## src/spq_pkg.sv

```systemverilog
// Shared types and constants for the sorted priority queue.
// No dependencies; spq_cell and the top level import this package.
package spq_pkg;

	// Widths of the fixed payload fields.
	localparam int FIELD_W  = 16;
	localparam int OCC_W    = 5;
	localparam int STATUS_W = 2;

	// Defaults for the top-level parameters.
	localparam int DEPTH_DEF     = 16;
	localparam int KEY_BITS_DEF  = 16;
	localparam int PRIO_BITS_DEF = 16;

	typedef enum logic [0:0] {
		CMD_INSERT = 1'b0,
		CMD_POP    = 1'b1
	} cmd_t;

	typedef enum logic [STATUS_W-1:0] {
		ST_ADDED     = 2'd0,
		ST_UPDATED   = 2'd1,
		ST_DISCARDED = 2'd2,
		ST_EVICTED   = 2'd3
	} status_t;

	// Control broadcast from the sequencer to every cell of the chain.
	typedef struct packed {
		logic load;   // latch compare flags against the incoming word
		logic write;  // commit an insert or key update
		logic pop;    // shift the whole chain toward the head
	} cell_ctl_t;

endpackage

```

## src/spq_cell.sv

```systemverilog
// One cell of the sorted queue chain: holds one entry and its compare flags.
// Depends on spq_pkg for the control struct and the field width.
module spq_cell #(
	parameter int IDX   = 0,
	parameter int DEPTH = 16,
	parameter int KW    = 16,
	parameter int PW    = 16,
	localparam int IW   = $clog2(DEPTH)
) (
	input  logic                       clk,
	input  logic                       arst_n,
	input  spq_pkg::cell_ctl_t         ctl,
	input  logic                       occupied,
	input  logic [IW-1:0]              limit,
	input  logic [KW-1:0]              cmp_key,
	input  logic [PW-1:0]              cmp_prio,
	input  logic [KW-1:0]              new_key,
	input  logic [spq_pkg::FIELD_W-1:0] new_cost,
	input  logic [PW-1:0]              new_prio,
	input  logic                       lo_gt,
	input  logic [KW-1:0]              lo_key,
	input  logic [spq_pkg::FIELD_W-1:0] lo_cost,
	input  logic [PW-1:0]              lo_prio,
	input  logic [KW-1:0]              hi_key,
	input  logic [spq_pkg::FIELD_W-1:0] hi_cost,
	input  logic [PW-1:0]              hi_prio,
	output logic [KW-1:0]              key,
	output logic [spq_pkg::FIELD_W-1:0] cost,
	output logic [PW-1:0]              prio,
	output logic                       gt,
	output logic                       match
);
	import spq_pkg::*;

	localparam logic [IW-1:0] MY_IDX = IW'(IDX);

	logic [KW-1:0]      key_q;
	logic [FIELD_W-1:0] cost_q;
	logic [PW-1:0]      prio_q;
	logic               gt_q;
	logic               match_q;
	logic               in_range;

	assign in_range = (MY_IDX <= limit);

	// The flags see the word at acceptance; the chain update follows at its commit.
	always_ff @(posedge clk or negedge arst_n) begin
		if (!arst_n) begin
			gt_q    <= 1'b0;
			match_q <= 1'b0;
		end else if (ctl.load) begin
			gt_q    <= occupied && (cmp_prio < prio_q);
			match_q <= occupied && (cmp_key == key_q);
		end
	end

	// An insert slides larger entries back by one and drops the word into the gap.
	always_ff @(posedge clk) begin
		if (ctl.pop) begin
			key_q  <= hi_key;
			cost_q <= hi_cost;
			prio_q <= hi_prio;
		end else if (ctl.write && in_range) begin
			if (lo_gt) begin
				key_q  <= lo_key;
				cost_q <= lo_cost;
				prio_q <= lo_prio;
			end else if (gt_q || (MY_IDX == limit)) begin
				key_q  <= new_key;
				cost_q <= new_cost;
				prio_q <= new_prio;
			end
		end
	end

	assign key   = key_q;
	assign cost  = cost_q;
	assign prio  = prio_q;
	assign gt    = gt_q;
	assign match = match_q;

endmodule

```

## src/spq_locate.sv

```systemverilog
// Encodes the one-hot key match flags of the chain into a cell index.
// Depends on nothing beyond its parameters; spq_pkg is not needed here.
module spq_locate #(
	parameter int DEPTH = 16,
	localparam int IW   = $clog2(DEPTH)
) (
	input  logic [DEPTH-1:0] match_vec,
	output logic             any,
	output logic [IW-1:0]    idx
);

	assign any = |match_vec;

	// Keys in the queue are unique, so at most one flag is set and an OR per bit suffices.
	always_comb begin
		idx = '0;
		for (int j = 0; j < DEPTH; j++) begin
			for (int b = 0; b < IW; b++) begin
				if (j[b]) begin
					idx[b] = idx[b] | match_vec[j];
				end
			end
		end
	end

endmodule

```

## src/sorted_priority_queue_with_key_update.sv

```systemverilog
// Top level of the bounded sorted priority queue with key update.
// Depends on spq_pkg, spq_cell and spq_locate.
//
//   channel | direction | handshake           | fields
//   --------+-----------+---------------------+--------------------------------------------
//   in      | input     | in_valid / in_stall | command, item_key, item_cost, item_priority
//   out     | output    | out_valid/out_stall | popped_valid, popped_key, popped_cost,
//           |           |                     | popped_priority, insert_status, occupancy
//
// Each word is accepted, then committed: the acceptance edge latches the word and
// the compare flags of every cell, and the commit edge updates the chain and loads
// the result. A new word is taken only after the commit of the last one.
// Reset clears the fill count and the control flags; entry storage holds no reset.
// One result register parts the sides: a word is accepted while a result waits, and
// its commit waits until that result has been taken.
module sorted_priority_queue_with_key_update #(
	parameter int DEPTH     = spq_pkg::DEPTH_DEF,
	parameter int KEY_BITS  = spq_pkg::KEY_BITS_DEF,
	parameter int PRIO_BITS = spq_pkg::PRIO_BITS_DEF
) (
	input  logic                          clk,
	input  logic                          arst_n,
	input  logic                          in_valid,
	output logic                          in_stall,
	input  logic                          command,
	input  logic [spq_pkg::FIELD_W-1:0]   item_key,
	input  logic [spq_pkg::FIELD_W-1:0]   item_cost,
	input  logic [spq_pkg::FIELD_W-1:0]   item_priority,
	output logic                          out_valid,
	input  logic                          out_stall,
	output logic                          popped_valid,
	output logic [spq_pkg::FIELD_W-1:0]   popped_key,
	output logic [spq_pkg::FIELD_W-1:0]   popped_cost,
	output logic [spq_pkg::FIELD_W-1:0]   popped_priority,
	output logic [spq_pkg::STATUS_W-1:0]  insert_status,
	output logic [spq_pkg::OCC_W-1:0]     occupancy
);
	import spq_pkg::*;

	// Only the low KEY_BITS / PRIO_BITS of the 16-bit fields take part, so
	// storage is no wider than the field itself.
	localparam int KW = (KEY_BITS  < FIELD_W) ? KEY_BITS  : FIELD_W;
	localparam int PW = (PRIO_BITS < FIELD_W) ? PRIO_BITS : FIELD_W;
	localparam int IW = $clog2(DEPTH);
	localparam int CW = $clog2(DEPTH + 1);

	localparam logic [CW-1:0] FULL_COUNT = CW'(DEPTH);
	localparam logic [IW-1:0] TAIL_IDX   = IW'(DEPTH - 1);

	// Word latched at acceptance and held through its commit.
	cmd_t               cmd_s1;
	logic [KW-1:0]      key_s1;
	logic [FIELD_W-1:0] cost_s1;
	logic [PW-1:0]      prio_s1;
	logic               busy_q;

	logic [CW-1:0]      fill_q;
	logic [CW-1:0]      fill_d;

	// Result register.
	logic               out_valid_q;
	logic               popped_valid_q;
	logic [FIELD_W-1:0] popped_key_q;
	logic [FIELD_W-1:0] popped_cost_q;
	logic [FIELD_W-1:0] popped_priority_q;
	status_t            status_q;
	logic [OCC_W-1:0]   occupancy_q;

	// Chain taps.
	logic [KW-1:0]      key_v  [DEPTH];
	logic [FIELD_W-1:0] cost_v [DEPTH];
	logic [PW-1:0]      prio_v [DEPTH];
	logic [DEPTH-1:0]   gt_v;
	logic [DEPTH-1:0]   match_v;
	logic [DEPTH-1:0]   occ_v;

	logic               accept;
	logic               fire;
	logic               any_match;
	logic [IW-1:0]      match_idx;
	logic               improves;
	logic               full;
	cell_ctl_t          ctl_c;
	logic [IW-1:0]      limit_c;
	status_t            status_c;
	logic               pop_hit_c;

	assign accept   = in_valid && !in_stall;
	assign in_stall = busy_q;
	// The commit needs the result register free, or freed in this same cycle.
	assign fire     = busy_q && (!out_valid_q || !out_stall);
	assign full     = (fill_q == FULL_COUNT);

	always_ff @(posedge clk or negedge arst_n) begin
		if (!arst_n) begin
			busy_q <= 1'b0;
			fill_q <= '0;
		end else begin
			if (accept) begin
				busy_q <= 1'b1;
			end else if (fire) begin
				busy_q <= 1'b0;
			end
			fill_q <= fill_d;
		end
	end

	always_ff @(posedge clk) begin
		if (accept) begin
			cmd_s1  <= cmd_t'(command);
			key_s1  <= item_key[KW-1:0];
			cost_s1 <= item_cost;
			prio_s1 <= item_priority[PW-1:0];
		end
	end

	// A cell holds a live entry when its index is below the fill count.
	for (genvar i = 0; i < DEPTH; i++) begin : g_occ
		assign occ_v[i] = (CW'(i) < fill_q);
	end

	// The chain: each cell reads its lower neighbor for inserts and its upper
	// neighbor for pops. The head has no lower neighbor and the tail no upper one.
	for (genvar i = 0; i < DEPTH; i++) begin : g_cell
		logic               lo_gt;
		logic [KW-1:0]      lo_key;
		logic [FIELD_W-1:0] lo_cost;
		logic [PW-1:0]      lo_prio;
		logic [KW-1:0]      hi_key;
		logic [FIELD_W-1:0] hi_cost;
		logic [PW-1:0]      hi_prio;

		if (i > 0) begin : g_lo
			assign lo_gt   = gt_v[i-1];
			assign lo_key  = key_v[i-1];
			assign lo_cost = cost_v[i-1];
			assign lo_prio = prio_v[i-1];
		end else begin : g_head
			assign lo_gt   = 1'b0;
			assign lo_key  = '0;
			assign lo_cost = '0;
			assign lo_prio = '0;
		end

		if (i < DEPTH - 1) begin : g_hi
			assign hi_key  = key_v[i+1];
			assign hi_cost = cost_v[i+1];
			assign hi_prio = prio_v[i+1];
		end else begin : g_tail
			assign hi_key  = '0;
			assign hi_cost = '0;
			assign hi_prio = '0;
		end

		spq_cell #(
			.IDX   (i),
			.DEPTH (DEPTH),
			.KW    (KW),
			.PW    (PW)
		) u_cell (
			.clk      (clk),
			.arst_n   (arst_n),
			.ctl      (ctl_c),
			.occupied (occ_v[i]),
			.limit    (limit_c),
			.cmp_key  (item_key[KW-1:0]),
			.cmp_prio (item_priority[PW-1:0]),
			.new_key  (key_s1),
			.new_cost (cost_s1),
			.new_prio (prio_s1),
			.lo_gt    (lo_gt),
			.lo_key   (lo_key),
			.lo_cost  (lo_cost),
			.lo_prio  (lo_prio),
			.hi_key   (hi_key),
			.hi_cost  (hi_cost),
			.hi_prio  (hi_prio),
			.key      (key_v[i]),
			.cost     (cost_v[i]),
			.prio     (prio_v[i]),
			.gt       (gt_v[i]),
			.match    (match_v[i])
		);
	end

	spq_locate #(
		.DEPTH (DEPTH)
	) u_locate (
		.match_vec (match_v),
		.any       (any_match),
		.idx       (match_idx)
	);

	// The queued entry with the same key is replaced only when the new priority
	// is strictly smaller, which is exactly that cell's gt flag.
	assign improves = |(match_v & gt_v);

	// Sequencer: decides the commit for the held word. The limit is the last
	// cell that may change; cells from the sorted slot up to it shift back by one.
	always_comb begin
		ctl_c      = '0;
		ctl_c.load = accept;
		limit_c    = '0;
		fill_d     = fill_q;
		status_c   = ST_ADDED;
		pop_hit_c  = 1'b0;
		if (fire) begin
			if (cmd_s1 == CMD_POP) begin
				if (fill_q != '0) begin
					ctl_c.pop = 1'b1;
					pop_hit_c = 1'b1;
					fill_d    = fill_q - CW'(1);
				end
			end else if (any_match) begin
				if (improves) begin
					ctl_c.write = 1'b1;
					limit_c     = match_idx;
					status_c    = ST_UPDATED;
				end else begin
					status_c = ST_DISCARDED;
				end
			end else if (full) begin
				// The tail entry is overwritten, by a shifted entry or by the word itself.
				ctl_c.write = 1'b1;
				limit_c     = TAIL_IDX;
				status_c    = ST_EVICTED;
			end else begin
				ctl_c.write = 1'b1;
				limit_c     = fill_q[IW-1:0];
				fill_d      = fill_q + CW'(1);
				status_c    = ST_ADDED;
			end
		end
	end

	always_ff @(posedge clk or negedge arst_n) begin
		if (!arst_n) begin
			out_valid_q <= 1'b0;
		end else if (fire) begin
			out_valid_q <= 1'b1;
		end else if (!out_stall) begin
			out_valid_q <= 1'b0;
		end
	end

	// The head is read before the pop shifts it away, in the same edge.
	always_ff @(posedge clk) begin
		if (fire) begin
			popped_valid_q    <= pop_hit_c;
			popped_key_q      <= pop_hit_c ? FIELD_W'(key_v[0])  : '0;
			popped_cost_q     <= pop_hit_c ? cost_v[0]           : '0;
			popped_priority_q <= pop_hit_c ? FIELD_W'(prio_v[0]) : '0;
			status_q          <= status_c;
			occupancy_q       <= OCC_W'(fill_d);
		end
	end

	assign out_valid       = out_valid_q;
	assign popped_valid    = popped_valid_q;
	assign popped_key      = popped_key_q;
	assign popped_cost     = popped_cost_q;
	assign popped_priority = popped_priority_q;
	assign insert_status   = status_q;
	assign occupancy       = occupancy_q;

`ifndef SYNTHESIS
	a_fill_bound : assert property (@(posedge clk) disable iff (!arst_n)
		fill_q <= FULL_COUNT)
		else $error("fill count exceeds queue depth");

	a_busy_after_accept : assert property (@(posedge clk) disable iff (!arst_n)
		accept |=> busy_q)
		else $error("accepted word not held for commit");

	a_unique_key : assert property (@(posedge clk) disable iff (!arst_n)
		busy_q |-> $onehot0(match_v))
		else $error("more than one cell holds the same key");

	a_pop_status : assert property (@(posedge clk) disable iff (!arst_n)
		(out_valid && popped_valid) |-> (insert_status == ST_ADDED))
		else $error("popped word carries an insert status");

	a_empty_pop : assert property (@(posedge clk) disable iff (!arst_n)
		(fire && (cmd_s1 == CMD_POP) && (fill_q == '0)) |=>
		(!popped_valid && (occupancy == '0)))
		else $error("pop on empty queue returned an entry");
`endif

endmodule

```

## config.mk

```make
export PLATFORM = sky130hd
export DESIGN_NAME = sorted_priority_queue_with_key_update
export DESIGN_NICKNAME = d
export VERILOG_FILES = /design/src/spq_pkg.sv /design/src/spq_cell.sv /design/src/spq_locate.sv /design/src/sorted_priority_queue_with_key_update.sv
export SDC_FILE = /design/constraint.sdc
export NUM_CORES = 2
export LEC_CHECK = 0
export ABC_AREA = 1
export BUFFER_PORTS_ARGS = -buffer_cell sky130_fd_sc_hd__buf_2
export CAP_MARGIN = 15
export CORE_ASPECT_RATIO = 0.8
export CORE_UTILIZATION = 50
export DETAILED_ROUTE_END_ITERATION = 8
export HOLD_SLACK_MARGIN = 0.1
export PLACE_DENSITY = 0.72
export SLEW_MARGIN = 20
export SYNTH_ARGS = -nofsm -noshare
export SYNTH_HDL_FRONTEND = slang
export SYNTH_SLANG_ARGS = --single-unit
```

## constraint.sdc

```tcl
create_clock -name clk -period 4.7 [get_ports clk]
set_clock_uncertainty 0.15 [all_clocks]
set_input_delay 0.47 -clock clk [delete_from_list [all_inputs] [get_ports clk]]
set_output_delay 0.47 -clock clk [all_outputs]
set_load 0.1 [all_outputs]
```

==> summary.log <==
[sta] final hold vios 0
[logic_synthesis] Post-synth ARST share 4.28%
[logic_synthesis] combined area of all synthesized cells 54000 um2
[pwr] combinational share of power 35.3%
[sta] Finish-stage setup viols 0
[logic_synthesis] synthesized flop and latch total 912
[worst_setup_path] Crit path required time 4.91 ns
[routing] residual DRC count 4
[placement] RD Place Congestion 0.991
[logic_synthesis] synth top area cells sky130_fd_sc_hd__edfxtp_1, sky130_fd_sc_hd__nand2_1, sky130_fd_sc_hd__o211ai_1
[clock_tree] H-tree lvl count 3
[placement] final HPWL from detailed placement 117000 um
[global_route] number of antenna violations at the first check in global routing 4
[finish] share of the core filled with cells 55.0%
[clock_tree] CTS buffer count 97
[finish] area growth from synthesis to final layout 8.65%
[worst_setup_path] maximum fanout encountered on the critical timing path 154
[routing] vias 46157
[logic_synthesis] sequential fraction of the synthesis area 49.5%
[routing] length of the first detailed-routing pass in iterations 9
[worst_setup_path] CP Launch Type flip-flop
[sta] total negative setup slack 0 ns
[clock_tree] count of cells resized by post-cts repair 0
[worst_hold_path] class of the worst hold path input pin to flip-flop
[clock_tree] CTS Root Cell sky130_fd_sc_hd__clkbuf_16
[logic_synthesis] average footprint of a synthesized cell 8.79 um2
[sta] transition time at the pin with the least slew margin 1.15 ns
[floorplanning] Core Area 107000 um2
[worst_setup_path] Crit Path Category flip-flop to flip-flop
[clock_tree] largest buffer count on any clock path 3
[sta] worst slew margin relative to its limit 22.6%
[pwr] relative contribution of sequential cells to total power 39.8%
[logic_synthesis] most numerous cell in the Yosys netlist sky130_fd_sc_hd__nand2_1
[floorplanning] # rows 107
[clock_tree] clk sink count 912
[worst_setup_path] critical path capture point type flip-flop
[placement] count of buffers inserted at the top-level ports 110
[finish] fraction of layout instances using a drive strength above 1 6.52%
[global_route] maximum number of pins on one net before global-route repair 267
[global_route] gr ovfl total 0
[status] violated checks design-rule violations
[logic_synthesis] area leader, netlist sky130_fd_sc_hd__edfxtp_1
[clock_tree] setup repair bufs after CTS 0
[floorplanning] Die ar. 109000 um2
[sta] number of max-slew violations in the final report 0
[pwr] Psw 13.2 mW
[routing] via density per instance 6.15
[logic_synthesis] net count after synthesis 6440
[logic_synthesis] most instantiated flip-flop cell in the synthesis netlist sky130_fd_sc_hd__edfxtp_1
[routing] average wire per cell in the routed design 24.2 um
[placement] pre-CTS setup slack 0.873 ns
[sta] fmax 0.262 GHz
[clock_tree] clock latency at the later pin of the worst-skew pair 0.71 ns
[sta] Hold WS 0.162 ns
[run] max capacitance violation total 0
[pwr] share of power burned in the clock network 24.8%
[logic_synthesis] total of warnings raised by yosys 0
[clock_tree] TritonCTS clock tree done
[pwr] PwrDens 561 nW/um2
[sta] RSZ-0062 raised after global routing false
[global_route] number of global-route vias before repair 42798
[status] run status finished with violations
[pwr] worst voltage drop across the vdd grid 403 uV
[floorplanning] ports placed on the boundary 111
[floorplanning] starting utilization of the core area 50.6%
[pwr] Leakage Power 23.5 nW
[floorplanning] die width 369 um
[floorplanning] Die Y-Extent 296 um
[logic_synthesis] area share of the largest cell type after synthesis 45.9%
[sta] portion of the clock cycle consumed by the worst path in the final layout 81.2%
[global_route] wire length of the first global-routing pass 270000 um
[worst_setup_path] Worst Path Arrival 4.03 ns
[finish] final net count 6299
[routing] 1st-iter DRT viols 6442
[finish] antenna diode instance count 0
[pwr] Pint 19.6 mW
[logic_synthesis] number of enable-type register cells in the synthesized netlist 825
[global_route] global-route usage over all layers 32.7%
[sta] worst path setup slack after routing 0.882 ns
[clock_tree] clock-pin slew of the registers on the worst-case setup and hold paths 0.06 ns
[routing] number of routed nets with antenna violations 0
[logic_synthesis] most frequent cells after synthesis sky130_fd_sc_hd__nand2_1, sky130_fd_sc_hd__inv_1, sky130_fd_sc_hd__edfxtp_1
[logic_synthesis] Cell variety after synth 49
[sta] Tmin final 3.82 ns
[pwr] fraction of power spent switching nets 40.3%
[routing] total routed wirelength 181000 um
[logic_synthesis] gate count after technology mapping 6142
==> power groups by stage <==
stage,Combinational [mW],Clock [mW],Sequential [mW]
finish,11.6,8.17,13.1
global route,12.7,8.49,13.2
CTS,11.4,8.23,13.0
detailed placement,11.3,0,13.2
global placement,11.0,0,13.1
floorplan,8.05,0,12.7
==> worst paths after layout <==
path / from / to / slack [ns] / cells past startpoint
setup / recovery: fill_q[0]$_DFF_PN0_ / g_cell[5].u_cell.cost[2]$_DFFE_PP_ / 0.88 / 12
hold / removal: item_priority[13] / prio_s1[13]$_DFFE_PP_ / 0.16 / 1
setup reg to reg: fill_q[0]$_DFF_PN0_ / g_cell[5].u_cell.cost[2]$_DFFE_PP_ / 0.88 / 12
hold reg to reg: out_valid$_DFFE_PN0P_ / out_valid$_DFFE_PN0P_ / 0.36 / 2
max in group asynchronous: arst_n / g_cell[10].u_cell.gt$_DFFE_PN0P_ / 3.55 / 3
min in group asynchronous: arst_n / g_cell[3].u_cell.match$_DFFE_PN0P_ / 0.30 / 3
==> stage by stage <==
stage / instance area (um2) / total power [mW] / instances
after floorplan: 54000 / 20.7 / 6142
after global placement: 55000 / 24.1 / 7286
after detailed placement: 55000 / 24.4 / 7286
after CTS: 58700 / 32.6 / 7502
after global routing: 58700 / 34.5 / 7502
final: 58700 / 32.9 / 7502
==> logic make-up after synthesis <==
kind of cell             after synthesis  share of synthesized area (%)
XOR/XNOR                              78                           1.27
flip-flops                           912                           49.5
AND/OR/NAND/NOR                     1736                           13.1
adder cells (fa/ha/maj)              245                           5.68
AO/OA/AOI/OAI                       1842                           20.4
buffers and inverters               1329                           10.1
==> layer usage <==
layer / share of wire (%) / vias to the layer above / global-route usage (%) / routed length [um]
li1: - / 21030 / - / -
met1: 41 / 22105 / 46.4 / 75000
met2: 42 / 2639 / 47.5 / 76500
met3: 13 / 377 / 9.67 / 23600
met4: 3.5 / 6 / 11.1 / 6340
met5: 0.019 / - / 0 / 34
==> timing repair <==
item,4_1_cts,5_1_grt
hold buffers,33,0
setup endpoints to repair,0,0
hold endpoints to repair,72,0
==> flip-flops by register name (all words and copies together) (netlist names) <==
register	cells
cmd_s1	1
cost_s1	16
fill_q	5
g_cell.u_cell.cost	256
g_cell.u_cell.gt	16
g_cell.u_cell.key	256
g_cell.u_cell.match	16
g_cell.u_cell.prio	256
in_stall	1
insert_status	2
key_s1	16
occupancy	5
out_valid	1
popped_cost	16
popped_key	16
popped_priority	16
popped_valid	1
prio_s1	16
==> area by class of cell <==
| type | count | area, um2 |
|---|---|---|
| multi-input cells | 3901 | 22000 |
| flip-flops and latches | 912 | 26800 |
| well taps | 1417 | 1770 |
| clock inverters | 39 | 504 |
| inverters | 884 | 3330 |
| repair buffers | 205 | 1510 |
| fillers | 9629 | 48000 |
| clock buffers | 144 | 2800 |
==> worst max-delay path, cell delays in order, from the launching register on <==
cell and delay [ns]:
sky130_fd_sc_hd__dfrtp_1 0.42, sky130_fd_sc_hd__clkinv_1 0.31, sky130_fd_sc_hd__ha_1 0.34, sky130_fd_sc_hd__nand2_4 0.10, sky130_fd_sc_hd__nor2_4 0.05, sky130_fd_sc_hd__inv_2 0.08, sky130_fd_sc_hd__nand2_1 0.09, sky130_fd_sc_hd__nor2_4 0.20
sky130_fd_sc_hd__buf_12 0.56, sky130_fd_sc_hd__or2_2 0.24, sky130_fd_sc_hd__nor2_1 0.06, sky130_fd_sc_hd__o21ai_4 0.40, sky130_fd_sc_hd__buf_4 0.42
==> cells in the final DEF (no fill, tap or decap), types with 15 or more instances in the layout <==
cell type,netlist,layout
sky130_fd_sc_hd__nor3_1,33,33
sky130_fd_sc_hd__xnor2_1,29,29
sky130_fd_sc_hd__clkinv_2,0,16
sky130_fd_sc_hd__dlygate4sd3_1,0,33
sky130_fd_sc_hd__nand3_1,78,76
sky130_fd_sc_hd__ha_1,245,245
sky130_fd_sc_hd__a31oi_1,23,23
sky130_fd_sc_hd__xor2_1,49,49
sky130_fd_sc_hd__dfrtp_4,0,15
sky130_fd_sc_hd__clkbuf_16,0,99
sky130_fd_sc_hd__dfxtp_1,48,48
sky130_fd_sc_hd__o2111ai_1,16,16
sky130_fd_sc_hd__inv_1,869,865
sky130_fd_sc_hd__o22ai_1,87,87
sky130_fd_sc_hd__nor4_1,29,29
sky130_fd_sc_hd__clkbuf_8,0,15
sky130_fd_sc_hd__nor2_1,227,226
sky130_fd_sc_hd__buf_2,67,110
sky130_fd_sc_hd__o21ai_1,351,351
sky130_fd_sc_hd__edfxtp_1,825,825
sky130_fd_sc_hd__dfrtp_1,39,24
sky130_fd_sc_hd__nand3b_1,19,19
sky130_fd_sc_hd__clkbuf_1,277,30
sky130_fd_sc_hd__nor2_2,17,16
sky130_fd_sc_hd__a21oi_1,165,162
sky130_fd_sc_hd__o21ai_0,563,562
sky130_fd_sc_hd__nand2_1,1274,1269
sky130_fd_sc_hd__o211ai_1,624,624
sky130_fd_sc_hd__nand4_1,35,35
sky130_fd_sc_hd__buf_4,65,49
No activity file was read; power rests on OpenSTA's default activity.
